<file path="config.mk">
export PLATFORM = sky130hd
export DESIGN_NAME = ggc_ram
export DESIGN_NICKNAME = d
export VERILOG_FILES = /design/src/rtl/ggc_ram.sv
export SDC_FILE = /design/constraint.sdc
export NUM_CORES = 1
export LEC_CHECK = 0
export BUFFER_PORTS_ARGS = -buffer_cell sky130_fd_sc_hd__buf_2
export CAP_MARGIN = 20
export CORE_MARGIN = 1.5
export CORE_UTILIZATION = 65
export CTS_CLUSTER_SIZE = 24
export DETAILED_ROUTE_END_ITERATION = 6
export PLACE_DENSITY = 0.85
export SKIP_LAST_GASP = 1
export SYNTH_ARGS = -nofsm -noshare
export SYNTH_HDL_FRONTEND = slang
export SYNTH_SLANG_ARGS = --single-unit
</file>
<file path="constraint.sdc">
create_clock -name clk_i -period 3 [get_ports clk_i]
set_input_delay 0.3 -clock clk_i [delete_from_list [all_inputs] [get_ports clk_i]]
set_output_delay 0.3 -clock clk_i [all_outputs]
set_load 0.01 [all_outputs]
</file>
<file path="src/rtl/ggc_ram.sv">
// ----------------------------------------------------------------------------
// ggc_ram
// simple dual port ram, one write and one registered read port
// ----------------------------------------------------------------------------
module ggc_ram #(
  parameter int unsigned Width = 8,
  parameter int unsigned Depth = 16
) (
  input  logic                     clk_i,
  input  logic                     we_i,
  input  logic [$clog2(Depth)-1:0] waddr_i,
  input  logic [Width-1:0]         wdata_i,
  input  logic [$clog2(Depth)-1:0] raddr_i,
  output logic [Width-1:0]         rdata_o
);

  logic [Width-1:0] mem_q [Depth];
  logic [Width-1:0] rdata_q;

  always_ff @(posedge clk_i) begin
    if (we_i) begin
      mem_q[waddr_i] <= wdata_i;
    end
    rdata_q <= mem_q[raddr_i];
  end

  assign rdata_o = rdata_q;

endmodule

</file>
After elaboration in Yosys (flattened, before gate mapping)
Memory sizes are Yosys's and may differ from the RTL's. A register that Yosys moved wholly into a read port is not among the register bits.
Cells that the tools add are included.
{"block": "word_totals", "ff_bits": 0, "latchBits": 0, "ramBits": 128, "rom_bits": 0, "inputBits": 18, "output_inout_bits": 8, "word_cells": 3, "n_memories": 1}
{"name": "mem_q", "depth": 16, "width": 8, "rd": 1, "rd_clocked_by_memory_dff": 1, "write_ports": 1, "line_no": "17", "source": "logic [Width-1:0] mem_q [Depth];"}
{"block": "op_classes", "add_sub_neg": 0, "n_mul": 0, "div_mod_pow": 0, "magnitude_cmp": 0, "n_eq_ne": 0, "shift": 0, "muxes": 2, "bitwise": 0, "reduce_logical": 0}
{"operator": "2-to-1 mux 1 bit", "n": 2}

Depth between registers and ports, before layout
{"block": "depth", "word_depth": 2, "mapped_depth": 5, "mapped_depth_nobuf": 3}

Worst setup path after synthesis
No wires, ideal clock.
{"block": "synth_path", "path_kind": "input to register", "start": "input port waddr_i[2]", "end": "memory mem_q[0][0] (enable)", "setup_time_ps": 383, "arrival_time_ps": 1410, "required_ps": 2617, "path_slack_ps": 1207, "path_stages": 2, "n_path_buf": 0, "cell_sequence": "or3b_2 > nor3_1"}
{"element": "start, declared", "line_no": "11", "source": "input logic [$clog2(Depth)-1:0] waddr_i,"}
{"element": "end, declared", "line_no": "17"}
Straight into the memory's write port.

==> impl_metrics.env <==
export IMPL_leakagePower_nw=2.036
export IMPL_multi_input_area_um2=1057
export IMPL_hold_buffers=0
export IMPL_io_buffers=25
export IMPL_swShare_pct=19.16
export IMPL_drt_pre_antenna_iters=4
export IMPL_nets=288
export IMPL_p_clk_share_pct=48.5
export IMPL_ys_types=19
export IMPL_finalSetupTns_ps=0
export IMPL_die_area_um2=8462
export IMPL_r2r_start="mem_q[1][1]"
export IMPL_fp_dieH_um=91.99
export IMPL_gp_congestion=0.7463
export IMPL_power_frac_seq_pct=47.3
export IMPL_coreArea_um2=7687
export IMPL_cts_sinks=136
export IMPL_layout_common_cells="edfxtp_1, buf_2, mux4_2, a22oi_1, clkbuf_16"
export IMPL_regArea_um2=4004
export IMPL_synth_cells=229
export IMPL_grt_pass1_wl_mm=14.63
export IMPL_worst_slack_ps=1363
export IMPL_tightest_slew_ps=923.9
export IMPL_dpl_hpwl_mm=5.767
export IMPL_vias=2454
export IMPL_layout_cells_non_filler=385
export IMPL_max_stage_delay_ps=570
export IMPL_crit_chain="buf_2 -> buf_4 -> mux4_1 -> a22oi_1 -> nand2_1"
export IMPL_diodes=0
export IMPL_setup_viol=0
export IMPL_insertion_delay_ps=520
export IMPL_hold_violations=0
export IMPL_vias_per_cell=6.374
export IMPL_powerDensity_nw_per_um2=754.2
export IMPL_fin_util_pct=78.04
export IMPL_cp_max_fo=20
export IMPL_cts_buffer_depth=2
export IMPL_drc=0
export IMPL_ir_worst_vdd_mv=0.5046
export IMPL_p_comb_share_pct=4.2
export IMPL_ys_seq_elements=136
export IMPL_slew_viol_final=0
export IMPL_rows=32
export IMPL_antenna_found_initial=0
export IMPL_r2r_end="rdata_o[1]"
export IMPL_cts_root_buf="clkbuf_8"
export IMPL_grt_max_degree=33
export IMPL_die_w_um=91.99
export IMPL_hold_depth=1
export IMPL_drive_above_1_share_pct=28.62
export IMPL_fillers=380
export IMPL_min_period_over_period_pct=54.57
export IMPL_crit_family="buffers and inverters"
export IMPL_detail_route_wl_per_cell_um=25.19
export IMPL_whs_ps=167.7
export IMPL_power_switching_mw=0.8671
export IMPL_grt_pass1_vias=2431
export IMPL_rsz0062_at_grt="no"
export IMPL_r2r_slack_ps=1570
export IMPL_relSlewSlack_pct=38.18
export IMPL_ant_nets=0
export IMPL_cp_end_kind="register"
export IMPL_critPathKind="primary input to register"
export IMPL_cts_resized_gates=0
export IMPL_max_freq_mhz=610.9
export IMPL_stdcell_area_um2=6000
export IMPL_clock_skew_ps=9.972
export IMPL_initial_core_util_pct=66.96
export IMPL_drv_cap=0
export IMPL_grtUsageTotal_pct=25.68
export IMPL_areaGrowthSynthToFinish_pct=16.55
export IMPL_clk_pin_slew_ps=60
export IMPL_boundaryPins=26
export IMPL_place_ws_ps=865.2
export IMPL_startpoint_type="primary input"
export IMPL_ff2ff_path_depth=3
export IMPL_hp_class="primary input to register"
export IMPL_outcome="complete, no violations"
export IMPL_dp_cells=353
export IMPL_cp_slowest_cell="mux4_1"
export IMPL_hp_start="wdata_i[5]"
export IMPL_critPathBufInv=2
export IMPL_syn_nets=247
export IMPL_dpl_instance_area_um2=5366
export IMPL_fin_crit_ps=1637
export IMPL_cts_max_level=4
export IMPL_tritoncts="yes"
export IMPL_postCtsSetupBuffers=0
export IMPL_syn_cell_area_um2=5147
export IMPL_yosysSeqAreaShare_pct=77.78
export IMPL_critPathRequiredTime_ps=3400
export IMPL_drt_iter0_drc=167
export IMPL_final_common_cell="edfxtp_1"
export IMPL_yosys_warnings=0
export IMPL_crit_arrival_ps=2030
export IMPL_cts_buffers=17
export IMPL_internal_power_mw=3.658
export IMPL_wirelength_mm=9.699
export IMPL_post_synth_cell_area_avg_um2=22.48
export IMPL_total_power_mw=4.525
export IMPL_grt_overflow=0
export IMPL_min_to="mem_q[5][5]"
power by group through the flow:
stage	Sequential [mW]	Clock, mW	Combinational, mW
2_1_floorplan	2.18	0	0.108
3_3_place_gp	2.17	0	0.181
3_5_place_dp	2.18	0	0.188
4_1_cts	2.14	2.21	0.190
5_1_grt	2.14	2.30	0.204
6_report	2.14	2.20	0.188
kinds of logic (layout without fill, tap and decap cells):
group	count (synthesis)	after routing	synth area share [%]
AO/OA/AOI/OAI	16	16	2.334
flip-flops	136	136	77.78
buffers and inverters	10	64	1.677
multiplexers	32	32	15.02
AND/OR/NAND/NOR	35	35	3.184
worst register-to-register path, stage by stage, from the launching register on:
cell and delay [ps]:
edfxtp_1 380, mux4_1 530, a22oi_1 300, nand2_1 90
per-layer routing:
layer | wire length (um) | part of all wire [%] | track usage (%)
met2 | 4922 | 51 | 39.07
met1 | 4025 | 41 | 36.66
met3 | 637 | 6.6 | 6.882
met5 | 0 | 0 | 0
met4 | 113 | 1.2 | 9.359
state kept, by name (all words and copies together) (netlist names):
name and count:
mem_q 128, rdata_o 8
worst max-delay path by stage:
stage	endpoint	start	cells past startpoint
floorplan	mem_q[0][0]	waddr_i[2]	2
global placement	rdata_o[4]	raddr_i[0]	5
detailed placement	rdata_o[4]	raddr_i[0]	5
CTS	rdata_o[4]	raddr_i[0]	5
global route	rdata_o[4]	raddr_i[0]	5
finish	rdata_o[4]	raddr_i[0]	5
cell usage after synthesis:
cell               n  share of area (%)
nor3_1             4               0.39
buf_6              3               0.66
and2b_1            1               0.15
nand2b_1           2               0.24
nor2b_1            1               0.12
nand3b_1           2               0.29
buf_2              3               0.29
buf_4              1               0.15
a22oi_1           16                2.3
mux4_2            18                7.9
nand2_1            9               0.66
clkdlybuf4s25_2    3               0.58
and2_1             1               0.12
or3b_2             1               0.17
edfxtp_1         128                 75
dfxtp_1            8                3.1
nor2_1            13               0.95
mux4_1            14                7.1
nand3_1            1              0.097
layout make-up:
class / count / area share (%)
Multi-Input combinational cell: 83 / 17.62
Clock inverter: 12 / 3.295
Tap cell: 102 / 2.127
Clock buffer: 20 / 7.258
Timing Repair Buffer: 32 / 2.961
Sequential cell: 136 / 66.74
No activity file was read; power rests on OpenSTA's default activity.
